$ cat src/rbdo_pkg.sv
// rbdo_pkg: shared types and constants for the drop-oldest ring buffer.
// Used by rbdo_cell and ring_buffer_drop_oldest; depends on nothing.
package rbdo_pkg;

  // Index fields in the chain structs cover the largest supported depth (256).
  localparam int IDX_W      = 8;
  localparam int ID_W       = 16;
  localparam int TIME_W     = 32;
  localparam int SLOT_OUT_W = 4;
  localparam int FREE_OUT_W = 5;

  localparam logic OP_ADD  = 1'b0;
  localparam logic OP_TAKE = 1'b1;

  typedef logic [IDX_W-1:0]  idx_t;
  typedef logic [ID_W-1:0]   id_t;
  typedef logic [TIME_W-1:0] tstamp_t;

  // Partial result carried cell to cell by the scan wave.
  typedef struct packed {
    logic    valid;
    logic    hi_found;    // first free slot at or after the tail
    idx_t    hi_idx;
    logic    lo_found;    // first free slot anywhere
    idx_t    lo_idx;
    logic    best_valid;  // running oldest slot
    tstamp_t best_time;
    idx_t    best_idx;
    logic    rd_used;     // contents of the head slot
    id_t     rd_id;
    tstamp_t rd_time;
  } scan_t;

  // Write or clear broadcast to every cell at the end of a transaction.
  typedef struct packed {
    logic    wr;
    logic    clr;
    idx_t    idx;
    id_t     id;
    tstamp_t tstamp;
  } cmd_t;

endpackage

$ cat src/rbdo_cell.sv
// rbdo_cell: one slot of the ring buffer plus its stage of the scan chain.
// Depends on rbdo_pkg.
module rbdo_cell import rbdo_pkg::*; #(
  parameter int CELL_IDX = 0
) (
  input  logic  clk,
  input  logic  rst,
  input  scan_t scan_in,
  output scan_t scan_out,
  input  idx_t  tail,
  input  idx_t  head,
  input  cmd_t  cmd
);

  localparam idx_t MY_IDX = IDX_W'(CELL_IDX);

  id_t     slot_id;
  tstamp_t slot_time;
  logic    slot_used;
  scan_t   scan_next;
  logic    hit;

  assign hit = (cmd.idx == MY_IDX);

  always_comb begin
    scan_next = scan_in;
    if (!slot_used) begin
      if (!scan_in.hi_found && (MY_IDX >= tail)) begin
        scan_next.hi_found = 1'b1;
        scan_next.hi_idx   = MY_IDX;
      end
      if (!scan_in.lo_found) begin
        scan_next.lo_found = 1'b1;
        scan_next.lo_idx   = MY_IDX;
      end
    end
    // strict compare: lower index keeps ties
    if (!scan_in.best_valid || (slot_time < scan_in.best_time)) begin
      scan_next.best_valid = 1'b1;
      scan_next.best_time  = slot_time;
      scan_next.best_idx   = MY_IDX;
    end
    if (MY_IDX == head) begin
      scan_next.rd_used = slot_used;
      scan_next.rd_id   = slot_id;
      scan_next.rd_time = slot_time;
    end
  end

  always_ff @(posedge clk) begin
    if (rst) begin
      scan_out.valid <= 1'b0;
    end else begin
      scan_out <= scan_next;
    end
  end

  always_ff @(posedge clk) begin
    if (rst) begin
      slot_used <= 1'b0;
    end else if (hit && cmd.wr) begin
      slot_used <= 1'b1;
    end else if (hit && cmd.clr) begin
      slot_used <= 1'b0;
    end
  end

  always_ff @(posedge clk) begin
    if (hit && cmd.wr) begin
      slot_id   <= cmd.id;
      slot_time <= cmd.tstamp;
    end
  end

endmodule

$ cat src/ring_buffer_drop_oldest.sv
// ring_buffer_drop_oldest: slotted ring buffer of timestamped requests that
// overwrites the oldest entry when full. Depends on rbdo_pkg and rbdo_cell.
//
// Channel     | Handshake          | Fields
// ------------+--------------------+-----------------------------------------
// command in  | start, busy        | operation, request_id, start_time
// result out  | done (1-cycle)     | slot_index, stored_without_drop,
//             |                    | removed_valid, removed_id, removed_time,
//             |                    | free_slots, is_empty, is_full
//
// A transaction is taken when start is high and busy is low. A scan wave then
// walks the row of BUFFER_DEPTH cells, one cell per cycle. busy drops together
// with done, so a new command is taken only after the previous result is out;
// the length of the cell chain sets how long a transaction takes.
// Synchronous reset empties every slot, zeroes the pointers and sets the free
// count to BUFFER_DEPTH; no clearing pass follows. done is asserted for
// exactly one cycle and cannot be stalled.
module ring_buffer_drop_oldest import rbdo_pkg::*; #(
  parameter int BUFFER_DEPTH = 16
) (
  input  logic                  clk,
  input  logic                  rst,
  input  logic                  start,
  output logic                  busy,
  input  logic                  operation,
  input  logic [ID_W-1:0]       request_id,
  input  logic [TIME_W-1:0]     start_time,
  output logic                  done,
  output logic [SLOT_OUT_W-1:0] slot_index,
  output logic                  stored_without_drop,
  output logic                  removed_valid,
  output logic [ID_W-1:0]       removed_id,
  output logic [TIME_W-1:0]     removed_time,
  output logic [FREE_OUT_W-1:0] free_slots,
  output logic                  is_empty,
  output logic                  is_full
);

  localparam int PW = $clog2(BUFFER_DEPTH);       // slot pointer width
  localparam int CW = $clog2(BUFFER_DEPTH + 1);   // free count width

  typedef enum logic {IDLE, SCAN} state_t;

  state_t          state;
  logic            op_r;
  id_t             id_r;
  tstamp_t         time_r;
  logic [PW-1:0]   head;
  logic [PW-1:0]   tail;
  logic [CW-1:0]   free_count;
  logic            launch;

  scan_t           chain [BUFFER_DEPTH+1];
  scan_t           last;
  cmd_t            cmd;
  logic            fin;

  logic [PW-1:0]   slot_sel;
  logic [PW-1:0]   head_next;
  logic [PW-1:0]   tail_next;
  logic [CW-1:0]   free_next;
  logic            no_drop;
  logic            rvalid;
  id_t             rid;
  tstamp_t         rtime;
  logic            do_wr;
  logic            do_clr;
  logic [31:0]     slot_wide;
  logic [31:0]     free_wide;

  function automatic logic [PW-1:0] nxt(input logic [PW-1:0] p);
    nxt = (p == PW'(BUFFER_DEPTH - 1)) ? '0 : p + 1'b1;
  endfunction

  assign busy = (state == SCAN);

  // Wave enters the first cell with nothing found yet.
  always_comb begin
    chain[0]       = '0;
    chain[0].valid = launch;
  end

  genvar g;
  generate
    for (g = 0; g < BUFFER_DEPTH; g++) begin : g_cell
      rbdo_cell #(.CELL_IDX(g)) u_cell (
        .clk      (clk),
        .rst      (rst),
        .scan_in  (chain[g]),
        .scan_out (chain[g+1]),
        .tail     (IDX_W'(tail)),
        .head     (IDX_W'(head)),
        .cmd      (cmd)
      );
    end
  endgenerate

  assign last = chain[BUFFER_DEPTH];
  assign fin  = busy && last.valid;

  // Decide the transaction once the wave leaves the last cell.
  always_comb begin
    slot_sel  = head;
    head_next = head;
    tail_next = tail;
    free_next = free_count;
    no_drop   = 1'b0;
    rvalid    = 1'b0;
    rid       = '0;
    rtime     = '0;
    do_wr     = 1'b0;
    do_clr    = 1'b0;
    if (op_r == OP_ADD) begin
      do_wr = 1'b1;
      if (free_count != '0) begin
        // circular first-free from tail; fall back to tail if none seen
        if (last.hi_found) begin
          slot_sel = last.hi_idx[PW-1:0];
        end else if (last.lo_found) begin
          slot_sel = last.lo_idx[PW-1:0];
        end else begin
          slot_sel = tail;
        end
        tail_next = nxt(slot_sel);
        free_next = free_count - 1'b1;
        no_drop   = 1'b1;
      end else begin
        // full: overwrite the oldest
        slot_sel  = last.best_idx[PW-1:0];
        tail_next = slot_sel;
        if (head == slot_sel) begin
          head_next = nxt(head);
        end
      end
    end else begin
      if (free_count != CW'(BUFFER_DEPTH)) begin
        do_clr    = 1'b1;
        rvalid    = last.rd_used;
        head_next = nxt(head);
        free_next = free_count + 1'b1;
        if (last.rd_used) begin
          rid   = last.rd_id;
          rtime = last.rd_time;
        end
      end
    end
  end

  always_comb begin
    cmd.wr     = fin && do_wr;
    cmd.clr    = fin && do_clr;
    cmd.idx    = IDX_W'(slot_sel);
    cmd.id     = id_r;
    cmd.tstamp = time_r;
  end

  assign slot_wide = 32'(slot_sel);
  assign free_wide = 32'(free_next);

  always_ff @(posedge clk) begin
    if (rst) begin
      state      <= IDLE;
      launch     <= 1'b0;
      done       <= 1'b0;
      head       <= '0;
      tail       <= '0;
      free_count <= CW'(BUFFER_DEPTH);
    end else begin
      launch <= 1'b0;
      done   <= 1'b0;
      case (state)
        IDLE: begin
          if (start) begin
            op_r   <= operation;
            id_r   <= request_id;
            time_r <= start_time;
            launch <= 1'b1;
            state  <= SCAN;
          end
        end
        SCAN: begin
          if (last.valid) begin
            head                <= head_next;
            tail                <= tail_next;
            free_count          <= free_next;
            slot_index          <= slot_wide[SLOT_OUT_W-1:0];
            stored_without_drop <= no_drop;
            removed_valid       <= rvalid;
            removed_id          <= rid;
            removed_time        <= rtime;
            free_slots          <= free_wide[FREE_OUT_W-1:0];
            is_empty            <= (free_next == CW'(BUFFER_DEPTH));
            is_full             <= (free_next == '0);
            done                <= 1'b1;
            state               <= IDLE;
          end
        end
        default: begin
          state <= IDLE;
        end
      endcase
    end
  end

`ifndef SYNTHESIS
  a_busy_after_start: assert property (@(posedge clk) disable iff (rst)
    (start && !busy) |=> busy)
    else $error("accepted transaction did not start a scan");

  a_done_after_wave: assert property (@(posedge clk) disable iff (rst)
    done |-> $past(fin))
    else $error("result strobe without a finished scan");

  a_free_bound: assert property (@(posedge clk) disable iff (rst)
    free_count <= CW'(BUFFER_DEPTH))
    else $error("free count above depth");

  a_full_empty_excl: assert property (@(posedge clk) disable iff (rst)
    done |-> !(is_full && is_empty))
    else $error("buffer reported both full and empty");
`endif

endmodule
$ cat config.mk
export PLATFORM = sky130hd
export DESIGN_NAME = ring_buffer_drop_oldest
export DESIGN_NICKNAME = d
export VERILOG_FILES = /design/src/rbdo_pkg.sv /design/src/rbdo_cell.sv /design/src/ring_buffer_drop_oldest.sv
export SDC_FILE = /design/constraint.sdc
export NUM_CORES = 2
export LEC_CHECK = 0
export BUFFER_PORTS_ARGS = -buffer_cell sky130_fd_sc_hd__buf_2
export CAP_MARGIN = 20
export CORE_MARGIN = 4
export CORE_UTILIZATION = 26
export CTS_CLUSTER_SIZE = 40
export DETAILED_ROUTE_END_ITERATION = 10
export PLACE_DENSITY_LB_ADDON = 0.15
export REMOVE_ABC_BUFFERS = 1
export SYNTH_ARGS = -nofsm -noshare
export SYNTH_HDL_FRONTEND = slang
export SYNTH_SLANG_ARGS = --single-unit
$ cat constraint.sdc
create_clock -name clk -period 102.3 [get_ports clk]
set_clock_uncertainty 0.15 [all_clocks]
set_input_delay 5.115 -clock clk [delete_from_list [all_inputs] [get_ports clk]]
set_output_delay 5.115 -clock clk [all_outputs]
set_load 0.005 [all_outputs]
== Yosys cells after proc, flatten, opt, wreduce, memory -nomap -nowiden ==
Cells that the tools add are included.
Storage, ports and cells
  register bits: 2519
  input bits: 52
Operators by class
  add/sub/neg operators: 4
  magnitude comparators: 31
  equal/unequal tests: 37
  multiplexer cells: 132
  bitwise operators: 3
  reduce and logical (&&, ||, !) cells: 95
Operator list (count)
  two-way mux 49 bit: 15
  two-way mux 40 bit: 14
  < comparator 32 bit: 15
  two-way mux 18 bit: 15
  two-way mux 9 bit: 17
  two-way mux 8 bit: 15
  two-way mux 4 bit: 13
  logical AND 1 bit: 50
  equality test 4 bit (second input constant): 10
  two-way mux 1 bit: 39
  nonzero test 2 bit: 17
  equality test 4 bit (first input constant): 8
  greater-or-equal comparator 4 bit (first input constant): 8
  equality test 3 x 4 -> 1 bit (first input constant): 4
  equality test 4 x 3 -> 1 bit (second input constant): 4
  greater-or-equal comparator 3 x 4 -> 1 bit (first input constant): 4
  zero test 8 bit: 2
  zero test 1 bit: 15
  two-way mux 5 bit: 3
  AND reduction 3 bit: 4
  adder 4 x 1 -> 4 bit (second input constant): 2
  equality test 2 x 4 -> 1 bit (first input constant): 2
  equality test 4 x 2 -> 1 bit (second input constant): 2
  greater-or-equal comparator 1 x 4 -> 1 bit (first input constant): 2
  17 further kinds: 22

== Longest topological paths before layout ==
  depth in word-level cells: 10
  mapped depth: 11
  mapped depth without buffers: 9

== Modules after synthesis ==
Synthesis repeated with hierarchy kept, for this count alone.
Unflattened totals
  cells, all modules: 6797
  area total of the unflattened synthesis: 114413.5 µm²
Modules (own cells, without submodules)
  rbdo_cell at g_cell[2].u_cell ...: instances 2, cells an instance 403, area each 6901.6 µm², sequential area each 4724.5 µm²
  rbdo_cell at g_cell[10].u_cell: instances 1, cells an instance 402, area each 6906.6 µm², sequential area each 4724.5 µm²
  rbdo_cell at g_cell[6].u_cell: instances 1, cells an instance 403, area each 6904.1 µm², sequential area each 4724.5 µm²
  rbdo_cell at g_cell[9].u_cell: instances 1, cells an instance 403, area each 6900.4 µm², sequential area each 4724.5 µm²
  rbdo_cell at g_cell[5].u_cell: instances 1, cells an instance 402, area each 6899.1 µm², sequential area each 4724.5 µm²
  rbdo_cell at g_cell[0].u_cell: instances 1, cells an instance 403, area each 6896.6 µm², sequential area each 4724.5 µm²
  rbdo_cell at g_cell[1].u_cell: instances 1, cells an instance 402, area each 6895.4 µm², sequential area each 4724.5 µm²
  rbdo_cell at g_cell[14].u_cell: instances 1, cells an instance 404, area each 6882.9 µm², sequential area each 4724.5 µm²
  rbdo_cell at g_cell[13].u_cell: instances 1, cells an instance 403, area each 6865.3 µm², sequential area each 4724.5 µm²
  rbdo_cell at g_cell[12].u_cell: instances 1, cells an instance 406, area each 6860.3 µm², sequential area each 4724.5 µm²
  rbdo_cell at g_cell[8].u_cell: instances 1, cells an instance 406, area each 6746.5 µm², sequential area each 4724.5 µm²
  rbdo_cell at g_cell[11].u_cell: instances 1, cells an instance 406, area each 6740.2 µm², sequential area each 4724.5 µm²
  rbdo_cell at g_cell[3].u_cell: instances 1, cells an instance 408, area each 6739.0 µm², sequential area each 4724.5 µm²
  rbdo_cell at g_cell[7].u_cell: instances 1, cells an instance 406, area each 6736.5 µm², sequential area each 4724.5 µm²
  +2 rows

== Worst setup path before layout ==
No wires, ideal clock.
  kind: input to register
  start: in rst
  end: reg free_count[4]
  setup time: 1.971 ns
  arrival time: 45.161 ns
  required time: 100.179 ns
  slack: 55.018 ns
  cell stages on the path: 4
  path buffers: 2
  cells stage by stage: clkbuf_1 clkinv_1 clkbuf_1 o211ai_1
RTL lines
  start: declaration: line ring_buffer_drop_oldest.sv:22  | input logic rst,
  end signal: assignment: line ring_buffer_drop_oldest.sv:167  | free_count <= CW'(BUFFER_DEPTH);
  end signal: assignment: line ring_buffer_drop_oldest.sv:185  | free_count <= free_next;
  end: declaration: line ring_buffer_drop_oldest.sv:50  | logic [CW-1:0] free_count;
No word-level cell between the ends.

== Final worst setup path ==
  start: in rst
  end: reg g_cell[2].u_cell.scan_out[13] in the netlist's numbering, enable pin
RTL lines
  end signal: assignment: line rbdo_cell.sv:54  | scan_out <= scan_next;
  end: declaration: line rbdo_cell.sv:9  | output scan_t scan_out,
No word-level cell between the ends.

==> flow_metrics.tcl <==
set metrics [dict create \
    status "finished, final reports clean" \
    layout_commonest_cell "edfxtp_1" \
    synth_ff_type "edfxtp_1" \
    cts_hold_buf 0 \
    slew_viol_final 0 \
    start_util_pct 26.1 \
    cts_root_buf "clkbuf_16" \
    slew_headroom_pct 28.2 \
    maxCapViolCount 0 \
    power-per-cell-area_nw_per_um2 18.2 \
    hold_viol 0 \
    vias_per_cell 4.08 \
    cts_tree "done" \
    critPathMaxFanout 145 \
    synthArstFlopShare_pct 0 \
    postCtsResizedCells 0 \
    grt.overflow.total 0 \
    worstHoldPathType "flop to flop" \
    core_area_um2 382000 \
    synthesis.area_um2 99700 \
    cts_setup_buffers 0 \
    arrival_ns 10.26 \
    synth_xor_area_share_pct 0.0879 \
    grt_pass1_wl_um 318000 \
    rsz0062_at_grt "no" \
    ys_seq_elements 2369 \
    dp_hpwl_um 141000 \
    first_iter_violations 2417 \
    worst_setup_path_start_kind "input pin" \
    rows 227 \
    place_area_um2 107000 \
    finalSetupViolations 0 \
    fmax_ghz 0.100 \
    synth.avg_cell_area_um2 16.9 \
    routed_wl_um 207000 \
    finish.utilization_pct 30.1 \
    muxShareOfSynthArea_pct 13.2 \
    synth-adder-area-share_pct 5.94 \
    yosysTopAreaCellShare_pct 69.9 \
    final_cell_mix "edfxtp_1 (2,321), mux2_2 (1,103), inv_1 (483)" \
    fp.dieArea_um2 393000 \
    setup_slack_ns 92.31 \
    finalInstanceArea_um2 115000 \
    die_width_um 627 \
    yosys.area.top_type "edfxtp_1" \
    wire_per_inst_um 18.0 \
    synth_seq_area_share_pct 70.9 \
    place_worst_setup_slack_ns 91.28 \
    r2r-start "free_count[0]" \
    antenna_found_initial 3 \
    track_usage_pct 10.4 \
    io_buffers 114 \
    synth_top_family_by_area "multiplexers" \
    p_leak_nw 41.6 \
    vias 46900 \
    antenna_left 0 \
    ys_warn_count 0 \
    finalCritPeriodShare_pct 9.76 \
    clk_latency_ns 0.84 \
    grt_max_degree 146 \
    cp-end-kind "flop" \
    min_period_ns 9.99 \
    numCtsBuffers 275 \
    die_y_um 627 \
    netlist_top_cells_area "edfxtp_1 (70%), mux2_2 (12%), ha_1 (5.9%), inv_1 (1.8%), dfxtp_1 (0.96%)" \
    ios 115 \
    cts.clk_slew.worst_paths_ns 0.06 \
    clock_sinks 2369 \
    yosysUniqueCellTypes 70 \
    h-tree-depth 5 \
    gp_congestion 0.780 \
    peakVddDrop_mv 0.0126 \
    critPathKind "input pin to flop" \
    dr.pass1.iters 5 \
    nets 6748 \
    layout-drive-gt1-share_pct 28.3 \
    grt_pass1_vias 50600 \
    yosys.area_share.simple_pct 4.07 \
    fillCellCount 37400 \
    finalSetupTns_ns 0 \
    worst_pin_slew_ns 1.07 \
    min_to "g_cell[0].u_cell.scan_out[70]" \
    ff2ff_setup_slack_ns 98.08 \
    synth_compound_area_share_pct 3.23 \
    r2r-end "g_cell[1].u_cell.slot_time[12]" \
    cp.required_ns 102.57 \
    holdCritStartpoint "g_cell[0].u_cell.slot_time[13]" \
    drc 0 \
    rr_worst_depth 8 \
    synth_edf_count 2321 \
    synthCells 5914 \
    area_growth_pct 15.4 \
    clock_path_buffers 4 \
    whs_path_depth 0 \
]
area by class of cell:
class,instances,area (um2),area share (%)
antenna,12,30.0,0.0261
clock buffer,348,7370,6.40
clock inverter,127,861,0.748
inverter,486,1830,1.59
multi-input combinational,2893,26700,23.2
sequential,2369,70700,61.4
tap,5038,6300,5.48
timing repair buffer,198,1280,1.11
registers in the layout, summed over array words and instances, names as in the netlist, 4 cells and up:
name and count:
id_r 16, free_slots 5, removed_time 32, removed_id 16, g_cell.u_cell.slot_time 512, head 4, slot_index 4, time_r 32
free_count 5, g_cell.u_cell.slot_id 256, g_cell.u_cell.scan_out 1459, g_cell.u_cell.slot_used 16, tail 4
per-stage QoR:
| step | hold WS, ns | power, W | cells |
|---|---|---|---|
| after CTS | 0.248 | 0.00214 | 11500 |
| after detailed placement | 0.277 | 0.00121 | 11000 |
| after global routing | 0.267 | 0.00219 | 11500 |
| after global placement | 0.270 | 0.00121 | 11000 |
| after floorplan | 0.264 | 0.00122 | 5748 |
| final | 0.258 | 0.00210 | 11500 |
how the worst max path moves through the flow:
stage,startpoint,endpoint,slack (ns),cells past startpoint
after floorplan,rst,g_cell[0].u_cell.scan_out[0],59.63,1
after global placement,rst,g_cell[2].u_cell.scan_out[12],91.45,7
after detailed placement,rst,g_cell[2].u_cell.scan_out[13],91.28,7
after CTS,rst,g_cell[2].u_cell.scan_out[13],92.19,7
after global routing,rst,g_cell[2].u_cell.scan_out[13],91.86,7
final,rst,g_cell[2].u_cell.scan_out[13],92.31,7
cells in the mapped netlist (all sizes together), types with 11 or more instances:
| cell | n |
|---|---|
| edfxtp | 2321 |
| mux2 | 1154 |
| inv | 485 |
| ha | 473 |
| a21oi | 154 |
| nand2 | 143 |
| o21ai | 120 |
| and3 | 114 |
| nor2 | 105 |
| or2 | 89 |
| nor2b | 86 |
| buf | 85 |
| clkbuf | 81 |
| a21o | 78 |
| nand4 | 66 |
| dfxtp | 48 |
| nand2b | 40 |
| nand3 | 39 |
| o21a | 31 |
| a211oi | 24 |
| nor3 | 23 |
| a31oi | 16 |
| a221oi | 15 |
| and2 | 15 |
| mux2i | 11 |
| nor4 | 11 |
metal layers:
metal / track usage, % / wire (um) / up-vias
li1: - / - / 23100
met1: 14.2 / 98200 / 22800
met2: 17.0 / 95900 / 574
met3: 1.74 / 7310 / 340
met4: 2.84 / 5160 / 0
met5: 0 / 0 / -
power by group:
group          internal (W)  total (W)  switching (W)
Clock              0.000531   0.000910       0.000380
Sequential          0.00110    0.00111      0.0000148
Combinational     0.0000325  0.0000733      0.0000408
Total               0.00166    0.00210       0.000435
critical path, stage by stage:
cell and delay [ns]:
buf_2 0.35, inv_8 0.65, buf_12 0.63, buf_4 0.67
buf_12 0.59, buf_4 0.90, buf_4 0.79
logic make-up (layout without fill, tap and decap cells):
family	count (synthesis)	count (layout)
DFF	2369	2369
adders and majority gates	473	473
muxes	1165	1165
buffers and inverters	652	1159
and+or+nand+nor	747	747
AOI/OAI and AO/OA	498	498
xor gates and xnor gates	10	10
other	0	12
No activity file was read; power rests on OpenSTA's default activity.
